==> src/hw/rtl/ssub_pkg.sv <==
// Shared types, constants and helper functions for the SPI-to-UART bridge.
package ssub_pkg;

    // Ring geometry; the index width follows from the depth.
    localparam int RING_DEPTH = 256;
    localparam int IDX_W      = $clog2(RING_DEPTH);
    localparam int BYTE_W     = 8;

    // Exit string matcher.
    localparam int EXIT_LEN = 12;
    localparam int MATCH_W  = 4;

    // Depths of the command queue and the result queue, with their pointer and count widths.
    localparam int CMD_Q_DEPTH = 2;
    localparam int CMD_PTR_W   = $clog2(CMD_Q_DEPTH);
    localparam int CMD_CNT_W   = $clog2(CMD_Q_DEPTH + 1);
    localparam int RES_Q_DEPTH = 4;
    localparam int RES_PTR_W   = $clog2(RES_Q_DEPTH);
    localparam int RES_CNT_W   = $clog2(RES_Q_DEPTH + 1);

    // Protocol phase bits.
    localparam logic [BYTE_W-1:0] PHASE_CMD_MASK = 8'hC0;
    localparam logic [BYTE_W-1:0] PHASE_LEN_MASK = 8'h30;
    localparam logic [BYTE_W-1:0] PHASE_READ     = 8'h02;
    localparam logic [BYTE_W-1:0] PHASE_WRITE    = 8'h01;

    // Event kinds of an input word.
    typedef enum logic [1:0] {
        KIND_SPI     = 2'd0,
        KIND_UART_RX = 2'd1,
        KIND_TX_SLOT = 2'd2,
        KIND_START   = 2'd3
    } kind_t;

    typedef struct packed {
        kind_t             kind;
        logic [BYTE_W-1:0] data;
    } cmd_t;

    typedef struct packed {
        logic [BYTE_W-1:0] spi_reply;
        logic              reply_loaded;
        logic              rx_accepted;
        logic              tx_valid;
        logic [BYTE_W-1:0] tx_byte;
        logic              exit_matched;
    } result_t;

    // Characters of the exit string, in order.
    function automatic logic [BYTE_W-1:0] exit_char(input logic [MATCH_W-1:0] pos);
        logic [BYTE_W-1:0] c;
        begin
            case (pos)
                4'd0:    c = 8'h4A;
                4'd1:    c = 8'h4D;
                4'd2:    c = 8'h54;
                4'd3:    c = 8'h2B;
                4'd4:    c = 8'h45;
                4'd5:    c = 8'h43;
                4'd6:    c = 8'h48;
                4'd7:    c = 8'h4F;
                4'd8:    c = 8'h3D;
                4'd9:    c = 8'h30;
                4'd10:   c = 8'h0D;
                4'd11:   c = 8'h0A;
                default: c = 8'h00;
            endcase
            return c;
        end
    endfunction

    // Next ring index with wrap at the ring depth.
    function automatic logic [IDX_W-1:0] ring_inc(input logic [IDX_W-1:0] idx);
        begin
            return (idx == IDX_W'(RING_DEPTH - 1)) ? '0 : idx + 1'b1;
        end
    endfunction

    // Number of bytes held in a ring, as a byte.
    function automatic logic [BYTE_W-1:0] ring_count(input logic [IDX_W-1:0] fill,
                                                     input logic [IDX_W-1:0] drain);
        logic [IDX_W:0] t;
        begin
            if (fill >= drain)
                t = {1'b0, fill} - {1'b0, drain};
            else
                t = {1'b0, fill} + (IDX_W+1)'(RING_DEPTH) - {1'b0, drain};
            return BYTE_W'(t);
        end
    endfunction

endpackage

==> src/hw/rtl/ssub_front.sv <==
// Front end: accepts input words, decodes their kind and queues them for the back end.
module ssub_front
(
    input  logic                   clk,
    input  logic                   rst_n,
    input  logic                   push,
    output logic                   full,
    input  logic [1:0]             kind,
    input  logic [7:0]             data_byte,
    output logic                   cmd_valid,
    output ssub_pkg::cmd_t         cmd,
    input  logic                   cmd_take
);

    ssub_pkg::cmd_t slot_reg [ssub_pkg::CMD_Q_DEPTH];
    logic [ssub_pkg::CMD_PTR_W-1:0] wr_ptr_reg;
    logic [ssub_pkg::CMD_PTR_W-1:0] wr_ptr_next;
    logic [ssub_pkg::CMD_PTR_W-1:0] rd_ptr_reg;
    logic [ssub_pkg::CMD_PTR_W-1:0] rd_ptr_next;
    logic [ssub_pkg::CMD_CNT_W-1:0] count_reg;
    logic [ssub_pkg::CMD_CNT_W-1:0] count_next;
    logic       do_push;
    logic       do_pop;
    ssub_pkg::cmd_t in_cmd;

    // Decode the incoming word.
    always_comb
    begin
        in_cmd.kind = ssub_pkg::kind_t'(kind);
        in_cmd.data = data_byte;
    end

    assign full      = (count_reg == ssub_pkg::CMD_CNT_W'(ssub_pkg::CMD_Q_DEPTH));
    assign cmd_valid = (count_reg != '0);
    assign cmd       = slot_reg[rd_ptr_reg];
    assign do_push   = push && !full;
    assign do_pop    = cmd_take && cmd_valid;

    // Pointer and fill count update; pointers wrap at the queue depth.
    always_comb
    begin
        wr_ptr_next = wr_ptr_reg;
        rd_ptr_next = rd_ptr_reg;
        if (do_push)
            wr_ptr_next = (wr_ptr_reg == ssub_pkg::CMD_PTR_W'(ssub_pkg::CMD_Q_DEPTH - 1)) ?
                          '0 : wr_ptr_reg + 1'b1;
        if (do_pop)
            rd_ptr_next = (rd_ptr_reg == ssub_pkg::CMD_PTR_W'(ssub_pkg::CMD_Q_DEPTH - 1)) ?
                          '0 : rd_ptr_reg + 1'b1;
        count_next  = count_reg;
        if (do_push && !do_pop)
            count_next = count_reg + 1'b1;
        else if (!do_push && do_pop)
            count_next = count_reg - 1'b1;
    end

    always_ff @(posedge clk or negedge rst_n)
    begin
        if (!rst_n)
        begin
            wr_ptr_reg <= '0;
            rd_ptr_reg <= '0;
            count_reg  <= '0;
        end
        else
        begin
            wr_ptr_reg <= wr_ptr_next;
            rd_ptr_reg <= rd_ptr_next;
            count_reg  <= count_next;
        end
    end

    // Queue storage holds payload only.
    always_ff @(posedge clk)
    begin
        if (do_push)
            slot_reg[wr_ptr_reg] <= in_cmd;
    end

endmodule

==> src/hw/rtl/ssub_back.sv <==
// Back end: SPI protocol, UART rings, exit matcher; one word per cycle unless stalled.
module ssub_back
(
    input  logic                              clk,
    input  logic                              rst_n,
    input  logic                              cmd_valid,
    input  ssub_pkg::cmd_t                    cmd,
    output logic                              cmd_take,
    input  logic [ssub_pkg::RES_CNT_W-1:0]    res_count,
    output logic                              res_push,
    output ssub_pkg::result_t                 res
);

    typedef struct packed {
        logic [ssub_pkg::BYTE_W-1:0] reply_cnt;
        logic                        reply_from_ring;
        logic                        loaded;
        logic                        acc;
        logic                        txv;
        logic                        ex;
    } stage_t;

    // Ring memories; their contents are undefined until written.
    logic [ssub_pkg::BYTE_W-1:0] read_ring  [ssub_pkg::RING_DEPTH];
    logic [ssub_pkg::BYTE_W-1:0] write_ring [ssub_pkg::RING_DEPTH];
    logic [ssub_pkg::BYTE_W-1:0] read_data_reg;
    logic [ssub_pkg::BYTE_W-1:0] tx_data_reg;

    logic [ssub_pkg::IDX_W-1:0]   rf_reg, rf_next, rd_reg, rd_next;
    logic [ssub_pkg::IDX_W-1:0]   wf_reg, wf_next, wd_reg, wd_next;
    logic [ssub_pkg::BYTE_W-1:0]  phase_reg, phase_next;
    logic [ssub_pkg::BYTE_W-1:0]  pwc_reg, pwc_next, prc_reg, prc_next;
    logic [ssub_pkg::MATCH_W-1:0] match_reg, match_next;
    logic                         active_reg, active_next;
    logic                         s2_valid_reg;
    stage_t                       s2_reg;
    stage_t                       s1;
    logic                         rr_we;
    logic                         wr_we;
    logic                         exec;
    logic [ssub_pkg::RES_CNT_W:0] used;

    // Issue only when the result queue has room for this word and the one in flight.
    assign used     = {1'b0, res_count} + (ssub_pkg::RES_CNT_W+1)'(s2_valid_reg);
    assign exec     = cmd_valid && (used < (ssub_pkg::RES_CNT_W+1)'(ssub_pkg::RES_Q_DEPTH));
    assign cmd_take = exec;

    // Protocol and ring control for one word.
    always_comb
    begin
        logic [ssub_pkg::BYTE_W-1:0] ph;
        logic [ssub_pkg::BYTE_W-1:0] avail;
        logic [ssub_pkg::BYTE_W-1:0] prc_base;
        logic [ssub_pkg::BYTE_W-1:0] prc_v;
        logic [ssub_pkg::BYTE_W-1:0] pwc_v;
        logic                        do_read;

        rf_next     = rf_reg;
        rd_next     = rd_reg;
        wf_next     = wf_reg;
        wd_next     = wd_reg;
        phase_next  = phase_reg;
        pwc_next    = pwc_reg;
        prc_next    = prc_reg;
        match_next  = match_reg;
        active_next = active_reg;
        s1          = '0;
        rr_we       = 1'b0;
        wr_we       = 1'b0;
        ph          = phase_reg;
        avail       = ssub_pkg::ring_count(rf_reg, rd_reg);
        prc_base    = prc_reg;
        prc_v       = prc_reg;
        pwc_v       = pwc_reg;
        do_read     = 1'b0;

        if (exec)
        begin
            if (cmd.kind == ssub_pkg::KIND_START)
            begin
                rf_next     = '0;
                rd_next     = '0;
                wf_next     = '0;
                wd_next     = '0;
                phase_next  = '0;
                pwc_next    = '0;
                prc_next    = '0;
                match_next  = '0;
                active_next = 1'b1;
            end
            else if (active_reg)
            begin
                case (cmd.kind)
                    ssub_pkg::KIND_SPI:
                    begin
                        if (phase_reg == '0)
                        begin
                            // Command byte: reply with the read count.
                            ph           = cmd.data & ssub_pkg::PHASE_CMD_MASK;
                            s1.reply_cnt = avail;
                            s1.loaded    = 1'b1;
                        end
                        else if ((phase_reg & ssub_pkg::PHASE_CMD_MASK) != '0)
                        begin
                            // Write-length byte: reply with the write count.
                            ph           = phase_reg >> 2;
                            pwc_next     = cmd.data;
                            s1.reply_cnt = ssub_pkg::ring_count(wf_reg, wd_reg);
                            s1.loaded    = 1'b1;
                        end
                        else if ((phase_reg & ssub_pkg::PHASE_LEN_MASK) != '0)
                        begin
                            // Read-length byte, clamped to what the ring holds.
                            ph       = phase_reg >> 4;
                            prc_base = (cmd.data > avail) ? avail : cmd.data;
                            prc_next = prc_base;
                            if (pwc_reg == '0)
                                ph = ph & ~ssub_pkg::PHASE_WRITE;
                            if (prc_base == '0)
                                ph = ph & ~ssub_pkg::PHASE_READ;
                            else
                                do_read = 1'b1;
                        end
                        else
                        begin
                            // Data byte in both directions.
                            s1.loaded = 1'b1;
                            if ((phase_reg & ssub_pkg::PHASE_READ) != '0)
                                do_read = 1'b1;
                            if ((phase_reg & ssub_pkg::PHASE_WRITE) != '0)
                            begin
                                wr_we = 1'b1;
                                if (ssub_pkg::ring_inc(wf_reg) != wd_reg)
                                    wf_next = ssub_pkg::ring_inc(wf_reg);
                                if (pwc_reg != '0)
                                    pwc_v = pwc_reg - 1'b1;
                                pwc_next = pwc_v;
                                if (pwc_v == '0)
                                    ph = ph & ~ssub_pkg::PHASE_WRITE;
                            end
                        end

                        // Reply from the read ring and count the read down.
                        if (do_read)
                        begin
                            s1.reply_from_ring = 1'b1;
                            s1.loaded          = 1'b1;
                            if (rd_reg != rf_reg)
                                rd_next = ssub_pkg::ring_inc(rd_reg);
                            if (prc_base != '0)
                                prc_v = prc_base - 1'b1;
                            else
                                prc_v = prc_base;
                            prc_next = prc_v;
                            if (prc_v == '0)
                                ph = ph & ~ssub_pkg::PHASE_READ;
                        end
                        phase_next = ph;
                    end

                    ssub_pkg::KIND_UART_RX:
                    begin
                        if (ssub_pkg::ring_inc(rf_reg) != rd_reg)
                        begin
                            s1.acc  = 1'b1;
                            rr_we   = 1'b1;
                            rf_next = ssub_pkg::ring_inc(rf_reg);
                            if (cmd.data == ssub_pkg::exit_char(match_reg))
                            begin
                                if (match_reg == ssub_pkg::MATCH_W'(ssub_pkg::EXIT_LEN - 1))
                                begin
                                    s1.ex       = 1'b1;
                                    match_next  = '0;
                                    active_next = 1'b0;
                                end
                                else
                                begin
                                    match_next = match_reg + 1'b1;
                                end
                            end
                            else
                            begin
                                match_next = '0;
                            end
                        end
                    end

                    ssub_pkg::KIND_TX_SLOT:
                    begin
                        if (wd_reg != wf_reg)
                        begin
                            s1.txv  = 1'b1;
                            wd_next = ssub_pkg::ring_inc(wd_reg);
                        end
                    end

                    default:
                    begin
                        s1 = '0;
                    end
                endcase
            end
        end
    end

    // Control state.
    always_ff @(posedge clk or negedge rst_n)
    begin
        if (!rst_n)
        begin
            rf_reg       <= '0;
            rd_reg       <= '0;
            wf_reg       <= '0;
            wd_reg       <= '0;
            phase_reg    <= '0;
            pwc_reg      <= '0;
            prc_reg      <= '0;
            match_reg    <= '0;
            active_reg   <= 1'b0;
            s2_valid_reg <= 1'b0;
        end
        else
        begin
            rf_reg       <= rf_next;
            rd_reg       <= rd_next;
            wf_reg       <= wf_next;
            wd_reg       <= wd_next;
            phase_reg    <= phase_next;
            pwc_reg      <= pwc_next;
            prc_reg      <= prc_next;
            match_reg    <= match_next;
            active_reg   <= active_next;
            s2_valid_reg <= exec;
        end
    end

    // Ring writes and registered reads at the drain indices.
    always_ff @(posedge clk)
    begin
        if (rr_we)
            read_ring[rf_reg] <= cmd.data;
        if (wr_we)
            write_ring[wf_reg] <= cmd.data;
        if (exec)
        begin
            read_data_reg <= read_ring[rd_reg];
            tx_data_reg   <= write_ring[wd_reg];
            s2_reg        <= s1;
        end
    end

    // Assemble the result word.
    always_comb
    begin
        res_push           = s2_valid_reg;
        res.spi_reply      = s2_reg.reply_from_ring ? read_data_reg : s2_reg.reply_cnt;
        res.reply_loaded   = s2_reg.loaded;
        res.rx_accepted    = s2_reg.acc;
        res.tx_valid       = s2_reg.txv;
        res.tx_byte        = s2_reg.txv ? tx_data_reg : '0;
        res.exit_matched   = s2_reg.ex;
    end

endmodule

==> src/hw/rtl/ssub_resq.sv <==
// Result queue: holds finished result words until they are popped.
module ssub_resq
(
    input  logic                              clk,
    input  logic                              rst_n,
    input  logic                              push,
    input  ssub_pkg::result_t                 din,
    output logic [ssub_pkg::RES_CNT_W-1:0]    count,
    output logic                              empty,
    input  logic                              pop,
    output ssub_pkg::result_t                 dout
);

    ssub_pkg::result_t              slot_reg [ssub_pkg::RES_Q_DEPTH];
    logic [ssub_pkg::RES_PTR_W-1:0] wr_ptr_reg;
    logic [ssub_pkg::RES_PTR_W-1:0] rd_ptr_reg;
    logic [ssub_pkg::RES_CNT_W-1:0] count_reg;
    logic [ssub_pkg::RES_CNT_W-1:0] count_next;
    logic                           do_pop;

    assign empty  = (count_reg == '0);
    assign count  = count_reg;
    assign dout   = slot_reg[rd_ptr_reg];
    assign do_pop = pop && !empty;

    // Fill count; the back end never pushes into a full queue.
    always_comb
    begin
        count_next = count_reg;
        if (push && !do_pop)
            count_next = count_reg + 1'b1;
        else if (!push && do_pop)
            count_next = count_reg - 1'b1;
    end

    // Pointers wrap at the queue depth.
    always_ff @(posedge clk or negedge rst_n)
    begin
        if (!rst_n)
        begin
            wr_ptr_reg <= '0;
            rd_ptr_reg <= '0;
            count_reg  <= '0;
        end
        else
        begin
            if (push)
                wr_ptr_reg <= (wr_ptr_reg == ssub_pkg::RES_PTR_W'(ssub_pkg::RES_Q_DEPTH - 1)) ?
                              '0 : wr_ptr_reg + 1'b1;
            if (do_pop)
                rd_ptr_reg <= (rd_ptr_reg == ssub_pkg::RES_PTR_W'(ssub_pkg::RES_Q_DEPTH - 1)) ?
                              '0 : rd_ptr_reg + 1'b1;
            count_reg <= count_next;
        end
    end

    always_ff @(posedge clk)
    begin
        if (push)
            slot_reg[wr_ptr_reg] <= din;
    end

endmodule

==> src/hw/rtl/spi_slave_uart_bridge_fifo_top.sv <==
// Top level of the SPI-slave to UART bridge with read and write rings.
// A word's result is registered in the back end, then written into the result queue.
// Throughput: one word per cycle; the back end issues a word each cycle and reads the rings
// through registered ports, and stalls only when the result queue has no room.
// Reset: asynchronous, clears ring indices, protocol phase, counts, matcher and both queues.
// Ring contents are not cleared at reset and there is no clearing pass.
module spi_slave_uart_bridge_fifo_top
(
    input  logic       clk,
    input  logic       rst_n,
    input  logic       push,
    output logic       full,
    input  logic [1:0] kind,
    input  logic [7:0] data_byte,
    output logic       empty,
    input  logic       pop,
    output logic [7:0] spi_reply,
    output logic       reply_loaded,
    output logic       rx_accepted,
    output logic       tx_valid,
    output logic [7:0] tx_byte,
    output logic       exit_matched
);

    logic                           cmd_valid;
    logic                           cmd_take;
    ssub_pkg::cmd_t                 cmd;
    logic [ssub_pkg::RES_CNT_W-1:0] res_count;
    logic                           res_push;
    ssub_pkg::result_t              res;
    ssub_pkg::result_t              res_out;

    ssub_front u_front
    (
        .clk       (clk),
        .rst_n     (rst_n),
        .push      (push),
        .full      (full),
        .kind      (kind),
        .data_byte (data_byte),
        .cmd_valid (cmd_valid),
        .cmd       (cmd),
        .cmd_take  (cmd_take)
    );

    ssub_back u_back
    (
        .clk       (clk),
        .rst_n     (rst_n),
        .cmd_valid (cmd_valid),
        .cmd       (cmd),
        .cmd_take  (cmd_take),
        .res_count (res_count),
        .res_push  (res_push),
        .res       (res)
    );

    ssub_resq u_resq
    (
        .clk   (clk),
        .rst_n (rst_n),
        .push  (res_push),
        .din   (res),
        .count (res_count),
        .empty (empty),
        .pop   (pop),
        .dout  (res_out)
    );

    // Result word onto the ports.
    assign spi_reply    = res_out.spi_reply;
    assign reply_loaded = res_out.reply_loaded;
    assign rx_accepted  = res_out.rx_accepted;
    assign tx_valid     = res_out.tx_valid;
    assign tx_byte      = res_out.tx_byte;
    assign exit_matched = res_out.exit_matched;

    // The result queue is never pushed while it is full.
    assert property (@(posedge clk) disable iff (!rst_n)
        res_push |-> (res_count < ssub_pkg::RES_CNT_W'(ssub_pkg::RES_Q_DEPTH)))
        else $error("result queue overflow");

    // An exit match only comes with a byte taken into the read ring.
    assert property (@(posedge clk) disable iff (!rst_n)
        (!empty && exit_matched) |-> rx_accepted)
        else $error("exit match without accepted byte");

    // A result word describes at most one kind of event.
    assert property (@(posedge clk) disable iff (!rst_n)
        !empty |-> ($countones({reply_loaded, rx_accepted, tx_valid}) <= 1))
        else $error("result word mixes events");

    // Unloaded replies and idle transmit slots carry zero bytes.
    assert property (@(posedge clk) disable iff (!rst_n)
        !empty |-> ((reply_loaded || spi_reply == 8'd0) && (tx_valid || tx_byte == 8'd0)))
        else $error("nonzero byte in unused field");

endmodule
==> config.mk <==
export PLATFORM = sky130hd
export DESIGN_NAME = spi_slave_uart_bridge_fifo_top
export DESIGN_NICKNAME = d
export VERILOG_FILES = /design/src/hw/rtl/ssub_pkg.sv /design/src/hw/rtl/ssub_front.sv /design/src/hw/rtl/ssub_back.sv /design/src/hw/rtl/ssub_resq.sv /design/src/hw/rtl/spi_slave_uart_bridge_fifo_top.sv
export SDC_FILE = /design/constraint.sdc
export NUM_CORES = 2
export LEC_CHECK = 0
export BUFFER_PORTS_ARGS = -buffer_cell sky130_fd_sc_hd__buf_2
export CAP_MARGIN = 15
export CELL_PAD_IN_SITES_DETAIL_PLACEMENT = 0
export CELL_PAD_IN_SITES_GLOBAL_PLACEMENT = 1
export CORE_MARGIN = 2
export CORE_UTILIZATION = 50
export CTS_CLUSTER_SIZE = 40
export DETAILED_ROUTE_END_ITERATION = 12
export GPL_ROUTABILITY_DRIVEN = 0
export PLACE_DENSITY = 0.72
export SYNTH_ARGS = -nofsm -noshare
export SYNTH_HDL_FRONTEND = slang
export SYNTH_MEMORY_MAX_BITS = 65536
export SYNTH_SLANG_ARGS = --single-unit
export TNS_END_PERCENT = 10
==> constraint.sdc <==
create_clock -name clk -period 9.3 [get_ports clk]
set_clock_uncertainty 0.15 [all_clocks]
set_input_delay 0.93 -clock clk [delete_from_list [all_inputs] [get_ports clk]]
set_output_delay 0.93 -clock clk [all_outputs]
set_load 0.1 [all_outputs]
==> impl_results.md <==
* Max_slew headroom at 0.135
* Netlist Area Pre-Place at between 150000 and 200000 um^2
* Initial DRC Count at about 11000
* Pre-Repair DR Iteration Count at 5
* Nets@finish at a little under 8000
* Post-DP Area at about 170000 um^2
* DP HPWL at 245000 um
* Worst hold path class: primary input to flop
* Crit-path max FO at 36
* Syn_area_per_cell at around 22 um^2
* Post-synth top flop: edfxtp_1
* GRT Total Usage at 0.240
* Max Cap Viol at 0
* Top cell type's share of synthesized area at 0.752
* DIE AREA at 342000 um^2
* RSZ-0062 raised after global routing: no
* Outcome: completed
* Synth-to-Final Area Change at 11.5%
* GR Overflow Total at 0
* Tmin final at between 6 and 7 ns
* CP Capture Type: flop
* Root buffer cell: clkbuf_16
* Clock buffer depth at 4
* Htree depth at 5
* CP Cell Sequence: inv_1 -> ha_1 -> a211oi_1 -> nor2_1 -> or4_1 -> nand2_1 -> ha_1 -> a41o_1 -> a21oi_1 -> o221ai_1 -> o41ai_1 -> ha_1 -> a21boi_0 -> nand4_1 -> or3_1 -> o41ai_1 -> a31oi_1
* Io pins at 36
* Setup ws final at approximately 2.8 ns
* Clock transition at path regs at approximately 0.060 ns
* Worst Path Arrival at approximately 7 ns
* Total routed wirelength at approximately 410000 um
* Synth area leader: edfxtp_1
* Largest net degree at the start of global routing at 184
* Final-report setup violation count at 0
* Fin Setup TNS at 0 ns
* Number of cells upsized or downsized after cts at 0
* Max stage delay on crit path at between 1 and 1.5 ns
* TritonCTS clock tree: yes
* Core area at approximately 340000 um^2
* Tcrit/Tclk final at 0.695
* Distinct cell type count after synthesis at 76
* Crit start category: flop
* Worst path slowest cell: dfrtp_2
* Final Hold Fails at 0
* Leakage at 0.0568 uW
* Most used cell, CP: ha_1
* Finished Cell Area at approximately 190000 um^2
* Clk Latency, worst-skew pair at ~0.97 ns
* Register bit total from synthesis at between 4000 and 5000
* Fmax at ~0.15 GHz
* Worst EP required at ~10 ns
* Initial core utilization at 0.502
* Die Y at between 500 and 600 um
* Register area share after synthesis at 0.763
* WS Path Type: flop to flop
* Routed len/inst at about 33 um
* Synth warnings at 0
* Synth area leaders: edfxtp_1 (75%), mux4_2 (18%), nor2_1 (1.3%)
* Initial antenna violation count at 18
* Async SR Flop Fraction at 0.0170
* Post-DR vias/cell at about 6.4
* Max Slew Vio Count at 0
* Vias in the first global route at between 70000 and 80000
* Port Buffers at 35
* Post-route ant nets at 0
* # clock sinks at around 4300
* DP Worst Slack at between 2 and 3 ns
* Power per Cell Area at between 300 and 400 nW/um^2
* Cts bufs inserted at a little over 400
* Layout cells sized above 1 at 0.279
* Wire length of the first global-routing pass at 589000 um
* Die Width at approximately 600 um
* DRC viols at 0
* Worst vdd ir at 235 uV
* Post CTS Setup Buffer Count at 0
* Syn Nets at 7579
* DR vias at 80100
* Mapped Cells at about 7500
* Worst slew pin tran at 1.29 ns
* EDFF count, synth at about 4200
* # rows at 213
[critical path: cells and delay by family, from the launching register on]
family / cells / cell delay [ns]
AOI/OAI and AO/OA: 8 / 2.32
buffers and inverters: 1 / 0.26
DFF: 1 / 1.07
and+or+nand+nor: 5 / 1.42
adders and majority gates: 3 / 1.05
[synth_stat cells (4+ instances only)]
cell      number
a22oi_1        6
a211oi_1      18
or4_1          5
or3_1          6
a21o_1         6
a311oi_1       4
and3_1        15
and2_1        21
ha_1          54
nor4_1        18
a21boi_0       5
a31oi_1       14
buf_2        131
clkbuf_1     242
mux2i_1       13
or2_2          5
o41ai_1        5
xnor2_1       28
buf_1         53
a31o_2         4
xor2_1        20
dfrtp_1       73
nor3_1        20
o31ai_1       11
nand3b_1       4
edfxtp_1    4225
and4_1         4
a22o_1        11
o211ai_1       8
inv_1         53
o21ai_0       67
nand3_1       64
nor2_1       587
nand4_1       16
nand2_1      184
mux2_2        14
mux4_2      1369
nand2b_1      11
a21oi_1       30
nor2b_1       18
[cells in the final DEF, fill, tap and decap left out, drive strengths merged, types with 30 or more instances in the layout]
cell	count
nand2	184
mux4	1369
edfxtp	4225
a21oi	30
ha	54
inv	65
nor2	587
dfrtp	73
nand3	64
bufinv	56
clkinv	182
clkbuf	494
buf	174
o21ai	69
[metal layers]
layer  track usage  vias to the layer above  share of wire
met5             0                        -       0.000092
met4        0.0563                        6          0.023
met3        0.0466                      517          0.093
met2         0.369                     4129           0.47
met1         0.359                    43400           0.41
li1              -                    32000              -
[area by class of cell]
| class | count | area (um^2) |
|---|---|---|
| fillers | 24200 | 148000 |
| repair buffers | 177 | 1590 |
| inverters | 59 | 258 |
| multi-input cells | 2720 | 38200 |
| clock inverters | 268 | 2900 |
| clock buffers | 494 | 10900 |
| diodes | 12 | 30.0 |
| well taps | 4515 | 5650 |
| flip-flops and latches | 4298 | 129000 |
[stage by stage]
stage | util | hold WS (ns) | power [uW] | instances
2_1_floorplan | - | 0.300 | 35500 | 7508
5_1_grt | 0.560 | 0.0371 | 59100 | 12500
3_5_place_dp | 0.518 | 0.341 | 40700 | 11800
4_1_cts | 0.559 | 0.00190 | 57600 | 12500
6_report | 0.560 | 0.0743 | 57300 | 12500
3_3_place_gp | 0.518 | 0.318 | 40500 | 11800
[cells by family (layout without fill, tap and decap cells)]
group	Yosys count	after routing	synth area share
flops	4298	4298	0.763
mux	1396	1396	0.184
simple gates	988	988	0.0248
buf+inv	490	998	0.0120
compound gates	231	231	0.00925
fa+ha+maj	57	57	0.00436
xor+xnor	48	48	0.00249
other cells	0	12	0
[where the power goes]
group | switching [uW] | total [uW] | internal [uW]
combinational | 9880 | 15700 | 5850
clock | 7150 | 17000 | 9890
sequential | 424 | 24500 | 24100
[final timing paths]
check	slack (ns)	cells past startpoint	endpoint	from
worst max-delay path	2.84	17	u_back.phase_reg[1]	u_back.rd_reg[4]
worst min-delay path	0.07	1	u_front.slot_reg[0][7]	data_byte[7]
worst max register to register	2.84	17	u_back.phase_reg[1]	u_back.rd_reg[4]
worst min register to register	0.35	1	u_front.count_reg[1]	u_front.count_reg[1]
max in group asynchronous	7.44	3	u_back.wd_reg[0]	rst_n
min in group asynchronous	0.22	2	u_front.rd_ptr_reg	rst_n
[timing repair]
action,4_1_cts,5_1_grt
hold buffers,3,0
endpoints found under the setup margin,0,0
hold endpoints to repair,16,0
No activity file was read; power rests on OpenSTA's default activity.
